File: config.mk
export PLATFORM = sky130hd
export DESIGN_NAME = c3rm_ram
export DESIGN_NICKNAME = d
export VERILOG_FILES = /design/src/hw/rtl/c3rm_ram.sv
export SDC_FILE = /design/constraint.sdc
export NUM_CORES = 1
export LEC_CHECK = 0
export BUFFER_PORTS_ARGS = -buffer_cell sky130_fd_sc_hd__buf_2
export CORE_MARGIN = 1
export CORE_UTILIZATION = 40
export DETAILED_ROUTE_END_ITERATION = 12
export GPL_TIMING_DRIVEN = 0
export MAX_ROUTING_LAYER = met4
export PLACE_DENSITY_LB_ADDON = 0.08
export SYNTH_ARGS = -nofsm -noshare
export SYNTH_HDL_FRONTEND = slang
export SYNTH_SLANG_ARGS = --single-unit
File: constraint.sdc
create_clock -name clk -period 3.9 [get_ports clk]
set_input_delay 0.195 -clock clk [delete_from_list [all_inputs] [get_ports clk]]
set_output_delay 0.195 -clock clk [all_outputs]
set_load 0.05 [all_outputs]
File: src/hw/rtl/c3rm_ram.sv
`timescale 1ns / 1ps
// Generic simple dual-port RAM: one write port, one read port with registered read data.
// No dependencies.
module c3rm_ram #(
    parameter int WIDTH = 8,
    parameter int DEPTH = 16,
    localparam int AW   = (DEPTH > 1) ? $clog2(DEPTH) : 1
) (
    input  logic             clk,
    input  logic             wr_en,
    input  logic [AW-1:0]    wr_addr,
    input  logic [WIDTH-1:0] wr_data,
    input  logic             rd_en,
    input  logic [AW-1:0]    rd_addr,
    output logic [WIDTH-1:0] rd_data
);

    logic [WIDTH-1:0] mem_reg [DEPTH];
    logic [WIDTH-1:0] rd_data_reg;

    // Write port
    always_ff @(posedge clk)
    begin
        if (wr_en)
        begin
            mem_reg[wr_addr] <= wr_data;
        end
    end

    // Registered read port
    always_ff @(posedge clk)
    begin
        if (rd_en)
        begin
            rd_data_reg <= mem_reg[rd_addr];
        end
    end

    assign rd_data = rd_data_reg;

endmodule

# After elaboration in Yosys (flattened, before gate mapping)
# Memories as Yosys holds them, arrays and structs flattened. A register that Yosys moved wholly into a read port is not among the register bits.
# Cells that the tools add are included.
[word_totals] regBits=0 ramBits=128 input_bits=19 out_inout_bits=8 word_cells=3 memories=1
[memory_table] name="mem_reg" words=16 word_bits=8 rd=1 rd_clocked_by_memory_dff=1 wr=1 line_no="18" source="logic [WIDTH-1:0] mem_reg [DEPTH];"
[classes] n_mux=2
[ops] op="1-bit 2-to-1 mux" count=2

# Longest topological paths before layout
[logic_depth] ltp_word=2 mapped_depth=5 ltp_nobuf=3

# Least setup slack after synthesis
# Ideal clock, no wire load.
[synth_timing] path_kind="input-to-reg" startpoint="in wr_addr[2]" endpoint="mem mem_reg[0][0] (enable)" setup_ns=0.383 arrival_ns=1.305 t_required_ns=3.517 setup_slack_ns=2.212 path_stages=2 path_buffers=0 cell_sequence="or3b_2 > nor3_1"
[synth_lines] item="from (decl)" line_no="11" source="input logic [AW-1:0] wr_addr,"
[synth_lines] item="to (decl)" line_no="18"
# No word-level cell before the write port.

==> results.md <==
- The flow ran to the end, and the final reports show no timing, DRC or antenna violations.
- The core region is 12700 µm².
- The share of power burned in registers is 46.9%.
- The total overflow reported by the global router is 0.
- Of the total power, the clock network draws 48.0%.
- On the final layout, the worst clock skew is 15.3 ps.
- The areal power density over the cells is 567 nW/µm².
- The number of global-route vias before repair is 2334.
- The chip height is 116 µm.
- Yosys instantiated no cell more often than sky130_fd_sc_hd__edfxtp_1.
- The final design area excluding fillers is 6230 µm².
- The last weighted congestion value of the routability-driven placer is 0.834.
- The count of H-tree levels built during CTS is 4.
- The worst path uses 42.4% of the clock period.
- Along the worst path, the maximum fanout reaches 1.
- Buffers placed on the I/O ports in this run total 25.
- The average routed wire per standard cell is 22.1 µm.
- The total of endpoints with negative setup slack in the final report is 0.
- Internal power comes to 0.00283 W.
- The combined area of the multi-input logic cells is 1060 µm².
- The worst supply voltage drop on vdd is 0.252 mV.
- Summing over every cut layer, the via total after detailed routing is 2363.
- Static timing analysis puts the maximum clock frequency at 605 MHz.
- The number of hold violations in the final report came to 0.
- The TritonCTS clock tree is built.
- The portion of total power attributed to combinational logic is 5.1%.
- The post-route netlist has 30.4% of its cells at a drive strength greater than 1.
- The per-cell via count in the routed design is 5.13.
- The synthesized design contains 136 register bits.
- The average instance in the mapped netlist occupies 22.8 µm².
- The initial antenna violation count is 0.
- The type of element capturing the critical path is a flop.
- After synthesis, the most frequently instantiated cells are sky130_fd_sc_hd__edfxtp_1, sky130_fd_sc_hd__mux4_2, sky130_fd_sc_hd__a22oi_1, sky130_fd_sc_hd__mux4_1, sky130_fd_sc_hd__nor2_1.
- The number of unique standard cell types used by synthesis is 18.
- Headroom to the max-slew limit came out at 41.8%.
- The biggest area consumer among synthesized cells is sky130_fd_sc_hd__edfxtp_1.
- The sequential area share after synthesis is 78.1%.
- The clock transition at the registers of the reported paths is 50 ps.
- The fraction of post-synthesis cell area in the top cell type by area is 78.1%.
- The flip-flop count of the largest register, all copies and words added is 128.
- The net switching power figure is 0.000696 W.
- The number of fill cells is 1023.
- The number of post-CTS setup repair buffers is 0.
- Subtracting the final worst setup slack from the clock period gives 1650 ps.
- The class of the most critical setup path is reg -> reg.
- The number of rows created at floorplan is 41.
- The count of cells resized by post-cts repair is 0.
- For the pin with the worst max-slew slack, the measured transition is 870 ps.
- Ranked by total cell area, the synthesized netlist is headed by sky130_fd_sc_hd__edfxtp_1, sky130_fd_sc_hd__mux4_2, sky130_fd_sc_hd__mux4_1.
- The buffer type at the clock tree root is sky130_fd_sc_hd__clkbuf_16.
- In this run, synthesis inferred 136 flip-flops with an integrated enable.
- The first global-routing pass estimated 15000 µm of wire.
- For this run, the total global-route usage over all layers was measured as 17.4%.
- The final-report max-slew violation count is 0.
- The final setup TNS is 0 ps.
- The synthesized netlist occupies a cell area of 5230 µm².
- The synthesized net count is 248.
- The area growth from synthesis to layout is 19.1%.
- The number of design-rule violations left by the first detailed-router iteration is 135.
- Max-cap violations in this run came to 0.
- The initial cell density of the core is 41.3%.
- 27 I/O pins were placed.
- The tree built by TritonCTS fans out to 136 sinks.
- Clock tree synthesis inserted a total of 17 buffers.
- In this run the static leakage power is 2.07 nW.
- The setup check on the worst reg-to-reg path leaves a slack of 2250 ps.
- The area enclosed by the die boundary is 13500 µm².
- The detailed-router iteration count before antenna repair is 4.
- The placed wire-length estimate is 6570 µm.
- The primary flip-flop cell chosen by synthesis mapping is sky130_fd_sc_hd__edfxtp_1.
- Once placement finished, the instance area stood at 5580 µm².
- Entering global routing, the biggest net connects 17 pins.
- The final hold slack is 106 ps.
- Net switching is 19.7% of the power.
- For the worst-skew pair, the clock arrives at the later sink with an insertion delay of 420 ps.
- The number of cells produced by synthesis is 229.
- The antenna violation net count after detailed routing is 0.
- For this run, asynchronously set or reset flops after synthesis account for 0%.
- In the final layout, flip-flops and latches occupy 4080 µm².
- The final antenna diode count is 0.
- The final layout contains 295 nets.
- Hold repair after CTS inserted 0 buffers.
- The worst setup path is launched from a flop.
- Setup repair after global routing left no endpoint under its margin.
- Summed over all layers, the routed wires come to 10200 µm.
- The maximum buffer depth of the clock tree is 2.
- The width of the die is 116 µm.
- The data arrival time at the worst-slack endpoint is 1800 ps.
- The number of synthesis warnings is 0.
- For this run, design rule violations remaining after detail routing come to 0.
- STA puts the critical path data required time at 4050 ps.
- The type of the tightest min-delay check is in -> reg.
power groups by stage:
stage / Clock, W / Sequential (W) / Combinational (W)
finish: 0.00169 / 0.00165 / 0.000181
global route: 0.00177 / 0.00166 / 0.000195
CTS: 0.00172 / 0.00165 / 0.000184
detailed placement: 0 / 0.00168 / 0.000183
global placement: 0 / 0.00168 / 0.000182
floorplan: 0 / 0.00171 / 0.0000831
cell families after synthesis:
kind of cell    Yosys count  synth area share, %
flops                   136                 78.1
simple gates             35                 3.14
mux                      32                 14.8
compound gates           16                 2.30
buf+inv                  10                 1.65
final timing paths:
path,depth (start not counted),end,start
setup / recovery,3,rd_data[2],mem_reg[1][2]
hold / removal,1,rd_data[1],rd_en
setup reg to reg,3,rd_data[2],mem_reg[1][2]
hold reg to reg,3,rd_data[1],mem_reg[14][1]
placed cells by master (no fill, tap or decap), types with 2 or more instances in the layout:
| cell type | n |
|---|---|
| sky130_fd_sc_hd__edfxtp_1 | 136 |
| sky130_fd_sc_hd__clkdlybuf4s25_2 | 3 |
| sky130_fd_sc_hd__nand2b_1 | 2 |
| sky130_fd_sc_hd__a22oi_1 | 16 |
| sky130_fd_sc_hd__mux4_2 | 18 |
| sky130_fd_sc_hd__buf_2 | 28 |
| sky130_fd_sc_hd__mux4_1 | 14 |
| sky130_fd_sc_hd__clkinvlp_4 | 4 |
| sky130_fd_sc_hd__nand3b_1 | 2 |
| sky130_fd_sc_hd__nand2_1 | 9 |
| sky130_fd_sc_hd__clkbuf_16 | 17 |
| sky130_fd_sc_hd__buf_6 | 3 |
| sky130_fd_sc_hd__bufinv_16 | 5 |
| sky130_fd_sc_hd__nor2_1 | 13 |
| sky130_fd_sc_hd__clkinv_2 | 4 |
| sky130_fd_sc_hd__nor3_1 | 3 |
| sky130_fd_sc_hd__clkinv_1 | 2 |
| sky130_fd_sc_hd__buf_4 | 3 |
cell type report:
| type | instances | area share, % |
|---|---|---|
| tap | 172 | 3.46 |
| timing repair buffer | 28 | 2.33 |
| clock inverter | 15 | 3.34 |
| clock buffer | 17 | 6.83 |
| sequential | 136 | 65.6 |
| buffer | 10 | 1.39 |
| multi-input combinational | 83 | 17.1 |
worst max-delay path: stages (launching register included):
cell and delay [ps]:
sky130_fd_sc_hd__edfxtp_1 360, sky130_fd_sc_hd__mux4_1 560, sky130_fd_sc_hd__a22oi_1 340, sky130_fd_sc_hd__nand2_1 140
through the flow:
stage	std cells	util, %	power [W]	setup WS (ps)
5_1_grt	461	49.1	0.00362	2190
4_1_cts	459	49.0	0.00356	1990
2_1_floorplan	229	-	0.00179	2210
3_3_place_gp	426	43.9	0.00187	1580
3_5_place_dp	427	44.0	0.00187	1550
6_report	461	49.1	0.00353	2250
per-layer routing:
layer | track usage [%] | part of all wire (%)
met5 | - | 0
met4 | 7.95 | 1.1
met3 | 4.10 | 4.5
met2 | 24.9 | 47
met1 | 23.6 | 48
(Power assumes the default switching activity.)
