## config.mk

```make
export PLATFORM = sky130hd
export DESIGN_NAME = c3rm_tap_cell
export DESIGN_NICKNAME = d
export VERILOG_FILES = /design/src/hw/rtl/c3rm_pkg.sv /design/src/hw/rtl/c3rm_tap_cell.sv
export SDC_FILE = /design/constraint.sdc
export NUM_CORES = 2
export LEC_CHECK = 0
export BUFFER_PORTS_ARGS = -buffer_cell sky130_fd_sc_hd__buf_4
export CORE_MARGIN = 1
export CORE_UTILIZATION = 50
export DETAILED_ROUTE_END_ITERATION = 10
export GPL_TIMING_DRIVEN = 0
export PLACE_DENSITY = 0.67
export SETUP_SLACK_MARGIN = 0.2
export SLEW_MARGIN = 0
export SYNTH_ARGS = -nofsm -noshare
export SYNTH_HDL_FRONTEND = slang
export SYNTH_SLANG_ARGS = --single-unit
```

## constraint.sdc

```tcl
create_clock -name clk -period 12.85 [get_ports clk]
set_clock_uncertainty 0.15 [all_clocks]
set_input_delay 3.855 -clock clk [delete_from_list [all_inputs] [get_ports clk]]
set_output_delay 3.855 -clock clk [all_outputs]
set_load 0.1 [all_outputs]
```

## src/hw/rtl/c3rm_pkg.sv

```systemverilog
`timescale 1ns / 1ps
// Shared types, constants and helper functions for the 3x3 conv / ReLU / max-pool stream unit.
// No dependencies; every other file in hw/rtl except c3rm_ram imports this package.
package c3rm_pkg;

    // Fixed geometry set by the item fields
    localparam int KERNEL_SIZE  = 3;
    localparam int FILTER_COUNT = 6;
    localparam int POOL_WIDTH   = 2;
    localparam int KK           = KERNEL_SIZE * KERNEL_SIZE;

    // Field and datapath widths
    localparam int OP_W   = 2;
    localparam int IDX_W  = 6;
    localparam int PIX_W  = 8;
    localparam int COEF_W = 24;
    localparam int FEAT_W = 24;
    localparam int PROD_W = PIX_W + 1 + COEF_W;
    localparam int ROW_W  = PROD_W + 2;
    localparam int SUM_W  = PROD_W + 4;
    localparam int TAP_W  = $clog2(KK);
    localparam int FILT_W = $clog2(FILTER_COUNT);

    // Item opcodes
    localparam logic [OP_W-1:0] OP_COEF    = 2'd0;
    localparam logic [OP_W-1:0] OP_PIXEL   = 2'd1;
    localparam logic [OP_W-1:0] OP_RESTART = 2'd2;

    localparam logic [FEAT_W-1:0] FEAT_MAX = '1;

    typedef logic signed [COEF_W-1:0] coef_t;
    typedef logic signed [PROD_W-1:0] prod_t;

    // Decoded coefficient slot
    typedef struct packed {
        logic              weight;
        logic              bias;
        logic [FILT_W-1:0] filt;
        logic [TAP_W-1:0]  tap;
    } slot_t;

    // Split a slot index into filter and tap, or flag a bias slot
    function automatic slot_t decode_slot(input logic [IDX_W-1:0] idx);
        slot_t s;
        int    f;
        s = '0;
        for (f = 0; f < FILTER_COUNT; f++) begin
            if (idx >= IDX_W'(f * KK) && idx < IDX_W'((f + 1) * KK)) begin
                s.weight = 1'b1;
                s.filt   = FILT_W'(f);
                s.tap    = TAP_W'(idx - IDX_W'(f * KK));
            end
            if (idx == IDX_W'(FILTER_COUNT * KK + f)) begin
                s.bias = 1'b1;
                s.filt = FILT_W'(f);
            end
        end
        return s;
    endfunction

    // Clamp negative sums to zero and saturate large ones
    function automatic logic [FEAT_W-1:0] relu_sat(input logic signed [SUM_W-1:0] s);
        if (s < 0)
            return '0;
        else if (s > $signed({{(SUM_W - FEAT_W){1'b0}}, FEAT_MAX}))
            return FEAT_MAX;
        else
            return s[FEAT_W-1:0];
    endfunction

endpackage

```

## src/hw/rtl/c3rm_tap_cell.sv

```systemverilog
`timescale 1ns / 1ps
// One window tap: holds a pixel that shifts to its left neighbor, the weights of every
// filter for this tap, and the registered products. Depends on c3rm_pkg.
module c3rm_tap_cell (
    input  logic                                            clk,
    input  logic                                            rst_n,
    input  logic                                            shift_en,
    input  logic [c3rm_pkg::PIX_W-1:0]                      pix_in,
    output logic [c3rm_pkg::PIX_W-1:0]                      pix_out,
    input  logic                                            coef_we,
    input  logic [c3rm_pkg::FILT_W-1:0]                     coef_filt,
    input  c3rm_pkg::coef_t                                 coef_value,
    input  logic                                            prod_en,
    output c3rm_pkg::prod_t [c3rm_pkg::FILTER_COUNT-1:0]    prod
);
    import c3rm_pkg::*;

    logic [PIX_W-1:0] pix_reg;
    coef_t            coef_reg [FILTER_COUNT];
    prod_t            prod_reg [FILTER_COUNT];

    // Shift the window pixel in from the neighbor
    always_ff @(posedge clk or negedge rst_n)
    begin
        if (!rst_n)
        begin
            pix_reg <= '0;
        end
        else if (shift_en)
        begin
            pix_reg <= pix_in;
        end
    end

    // Hold the weights of this tap, one per filter
    always_ff @(posedge clk or negedge rst_n)
    begin
        if (!rst_n)
        begin
            for (int f = 0; f < FILTER_COUNT; f++)
            begin
                coef_reg[f] <= '0;
            end
        end
        else
        begin
            for (int f = 0; f < FILTER_COUNT; f++)
            begin
                if (coef_we && coef_filt == FILT_W'(f))
                begin
                    coef_reg[f] <= coef_value;
                end
            end
        end
    end

    // Multiply the pixel by each weight
    always_ff @(posedge clk)
    begin
        if (prod_en)
        begin
            for (int f = 0; f < FILTER_COUNT; f++)
            begin
                prod_reg[f] <= $signed({1'b0, pix_reg}) * coef_reg[f];
            end
        end
    end

    assign pix_out = pix_reg;

    always_comb
    begin
        for (int f = 0; f < FILTER_COUNT; f++)
        begin
            prod[f] = prod_reg[f];
        end
    end

endmodule

```

## Word-level counts from Yosys, hierarchy flattened

Memories as Yosys holds them, arrays and structs flattened.
Cells that the tools add are included.

- Register bits: 152
- RAM bits: 198
- Logic and storage cells: 28
- Memories: 1

Memory list:

| memory | words | bits a word | rd ports | clocked after memory_dff | write ports | line | source |
|---|---|---|---|---|---|---|---|
| prod_reg | 6 | 33 | 6 | 0 | 6 | c3rm_tap_cell.sv:20 | `prod_t prod_reg [FILTER_COUNT];` |

- Multipliers: 6
- Equal/unequal tests: 5
- Muxes and demuxes: 2
- Reductions and logical operators: 7

Operator list:

| operator | number |
|---|---|
| multiplier 9 x 24 -> 33 bit | 6 |
| equality test 3 x 2 -> 1 bit (second input constant) | 2 |
| equality test 3 bit (second input constant) | 2 |
| logical AND 1 bit | 6 |
| equality test 3 x 1 -> 1 bit (second input constant) | 1 |
| logical NOT 3 bit | 1 |
| two-way mux 1 bit | 2 |

## Longest topological paths before layout

- Word-level depth: 2
- Depth in mapped cells: 23
- Gate-level depth less buffers: 20

## Least setup slack after synthesis

No wires, ideal clock.

- Kind: register -> register
- Start point: register pix_reg[0] (netlist: pix_out[0])
- End point: memory prod_reg[3][29] (netlist bit), data pin
- Library setup time: 0.135 ns
- Arrival: 6.335 ns
- Data required time: 12.565 ns
- Slack: 6.230 ns
- Stages on the path, launching flop included: 22
- Path buffers: 3
- Clock period less this slack: 6.620 ns
- Cell sequence: dfrtp_1 > clkbuf_1 > clkbuf_1 > clkbuf_1 > nand2_1 > fa_1 > inv_1 > fa_1 > fa_1 > inv_1 > fa_1 > inv_1 > ha_1 > or2_2 > a21oi_1 > a21oi_1 > a2111oi_2 > o32a_1 > a21oi_1 > a21bo_2 > or4b_1 > nand3_1

RTL lines:

| what | line | source |
|---|---|---|
| start, declared | c3rm_tap_cell.sv:18 | `logic [PIX_W-1:0] pix_reg;` |
| start signal, assigned | c3rm_tap_cell.sv:31 | `pix_reg <= pix_in;` |
| end, declared | c3rm_tap_cell.sv:20 |  |

==> results.toml <==
[synthesis]
async_reset_ff_share_pct = 43.4
syn_nets = 6738
seq_area_frac_synth_pct = 18.8
syn-cell-area_sq_um = 51800
synth.distinct_cells = 66
synth.most_common_cell = "inv_1"
ys.flop_type = "edfxtp_1"
synth_area_leader_cell = "fa_1"
syn_inst = 5402
avgSynthCellArea_sq_um = 9.60
yosys_warnings = 0
synth_edf_count = 198
synthDominantCellAreaShare_pct = 34.8
yosys-top-cells-area = "fa_1, edfxtp_1, ha_1"
synth-seq-cells = 350
ys_top_cells_by_count = "inv_1, fa_1, nand2_1, and2_1, ha_1"

[timing]
holdWs_ns = 0.558
hold_viol = 0
fmax_ghz = 0.112
relSlewSlack_pct = -3.17
post-route-period-util_pct = 69.2
rsz0062_at_grt = "false"
fin_setup_tns_ns = 0
setup_ws_ns = 3.96
min_period_ns = 8.89
slew_viol_final = 11
tightest_slew_ns = 1.55
setup_viol = 0

[floorplan]
fp.dieArea_sq_um = 105000
ios = 246
die_w_um = 324
start_util_pct = 50.7
die_h_um = 324
rows = 117
core-area_sq_um = 102000

[global_route]
track_usage_pct = 29.1
grt_max_degree = 102
antenna_found_initial = 21
grt_pass1_wl_mm = 227
grt_remaining_overflow = 0
grt_pass1_vias = 38681

[cells_and_area]
n_fill_cell = 9315
stdcell_area_sq_um = 57100
drive_above_1_share_pct = 8.93
largest_register_ffs = 198
fin_nets = 7032
area_growth_pct = 10.2

[setup_path]
worstPathArrival_ns = 9.12
critPathMaxFanout = 11
crit_chain = "clkbuf_1 > clkbuf_1 > clkbuf_1 > nand2_1 > fa_1 > inv_1 > fa_1 > fa_1 > inv_1 > fa_1 > inv_1 > ha_1 > and3_1 > a221oi_1 > a31oi_1 > a31oi_1 > o31ai_1 > a221o_1 > nand3_1 > nand2_1 > xnor2_1"
startpoint_type = "flop"
reg2reg_depth = 21
cp-end-kind = "flop"
cp_slowest_cell = "clkbuf_1"
worstSetupPathType = "flop to flop"
crit_top_cell = "fa_1"
cpPeakStageDelay_ns = 1.11
worstPathRequired_ns = 13.07

[route]
vias = 37790
wl_per_cell_um = 20.5
first_pass_iters = 5
drc = 0
drtIter0Drc = 2502
drtAntennaViolNets = 0
routed_wl_mm = 146
via_per_inst = 5.31

[cts]
ctsLongestPathBuffers = 3
holdBufCountCts = 0
clk_pin_slew_ns = 0.07
cts_resized = 0
post_cts_buffers = 0
cts_max_level = 2
cts_sinks = 350
root_buffer = "clkbuf_16"
cts_made_buffers = 46
cts_tree = "done"
clk_latency_ns = 0.65

[run]
drv_cap = 1

[place]
gp_congestion = 0.973
io_buffers = 242
hpwl_mm = 115
placed_area_sq_um = 55500
dp_slack_ns = 4.37

[status]
violations = "max-capacitance violations, max-slew violations"
outcome = "finished, violations left"

[min_path]
hold_path_class = "flop to flop"
worst_hold_path.num_cells = 1
-- worst max-delay path: cells and delay by family, from the launching register on --
kind | cells | cell delay [ns]
adder cells (fa/ha/maj) | 5 | 2.41
XOR/XNOR | 1 | 0.16
AND/OR/NAND/NOR | 4 | 0.58
AO/OA/AOI/OAI | 5 | 1.91
buffers and inverters | 6 | 2.93
flip-flops | 1 | 0.46
-- layer usage --
metal | track usage, % | vias to the layer above | part of all wire, % | routed length [um]
met5 | 0 | - | 0.058 | 84
met2 | 46.4 | 1321 | 46 | 67700
met4 | 12.7 | 12 | 4.6 | 6760
met3 | 6.20 | 298 | 8.4 | 12200
li1 | - | 16917 | - | -
met1 | 38.2 | 19242 | 41 | 59200
-- placed cells by master (no fill, tap or decap), types with 152 or more instances in the layout --
master / instances
clkbuf_1: 161
ha_1: 396
mux2_2: 152
and2_1: 557
buf_4: 240
dfrtp_1: 152
nand2_1: 663
inv_1: 1299
edfxtp_1: 198
fa_1: 900
-- worst paths after layout --
kind | slack, ns | start | end
min | 0.56 | coef_reg[1]$_DFFE_PN0P_ | coef_reg[1]$_DFFE_PN0P_
max reg2reg | 3.96 | pix_out[0]$_DFFE_PN0P_ | prod_reg[3][30]$_DFFE_PP_
max in group asynchronous | 8.63 | rst_n | pix_out[4]$_DFFE_PN0P_
min in group asynchronous | 2.99 | rst_n | coef_reg[26]$_DFFE_PN0P_
min reg2reg | 0.56 | coef_reg[1]$_DFFE_PN0P_ | coef_reg[1]$_DFFE_PN0P_
max | 3.96 | pix_out[0]$_DFFE_PN0P_ | prod_reg[3][30]$_DFFE_PP_
-- area by class of cell --
class	instances	area, sq um	area share (%)
plain buffers	226	852	1.49
clock buffers	57	1310	2.29
multi-input cells	3527	36400	63.7
repair buffers	246	1910	3.34
inverters	1299	4880	8.54
flip-flops and latches	350	9750	17.1
diodes	22	55.1	0.0964
clock inverters	28	279	0.488
well taps	1368	1710	3.00
-- cells by family (layout without fill, tap and decap cells) --
| group | count (synthesis) | count (layout) | synth area share (%) |
|---|---|---|---|
| buffers and inverters | 1525 | 1856 | 11.0 |
| and+or+nand+nor | 1447 | 1447 | 13.8 |
| adders and majority gates | 1296 | 1296 | 44.3 |
| AOI/OAI and AO/OA | 456 | 456 | 5.78 |
| DFF | 350 | 350 | 18.8 |
| xor gates and xnor gates | 176 | 176 | 2.97 |
| muxes | 152 | 152 | 3.30 |
| other | 0 | 22 | 0 |
-- metrics by stage --
step           instances  util [%]
2_1_floorplan       5402         -
3_3_place_gp        7012      54.1
3_5_place_dp        7016      54.2
4_1_cts             7101      55.8
5_1_grt             7103      55.8
6_report            7123      55.8
Power is left out: the tool's default activity adds up to more than one toggle a clock period on the data nets, which glitch-free logic cannot reach.
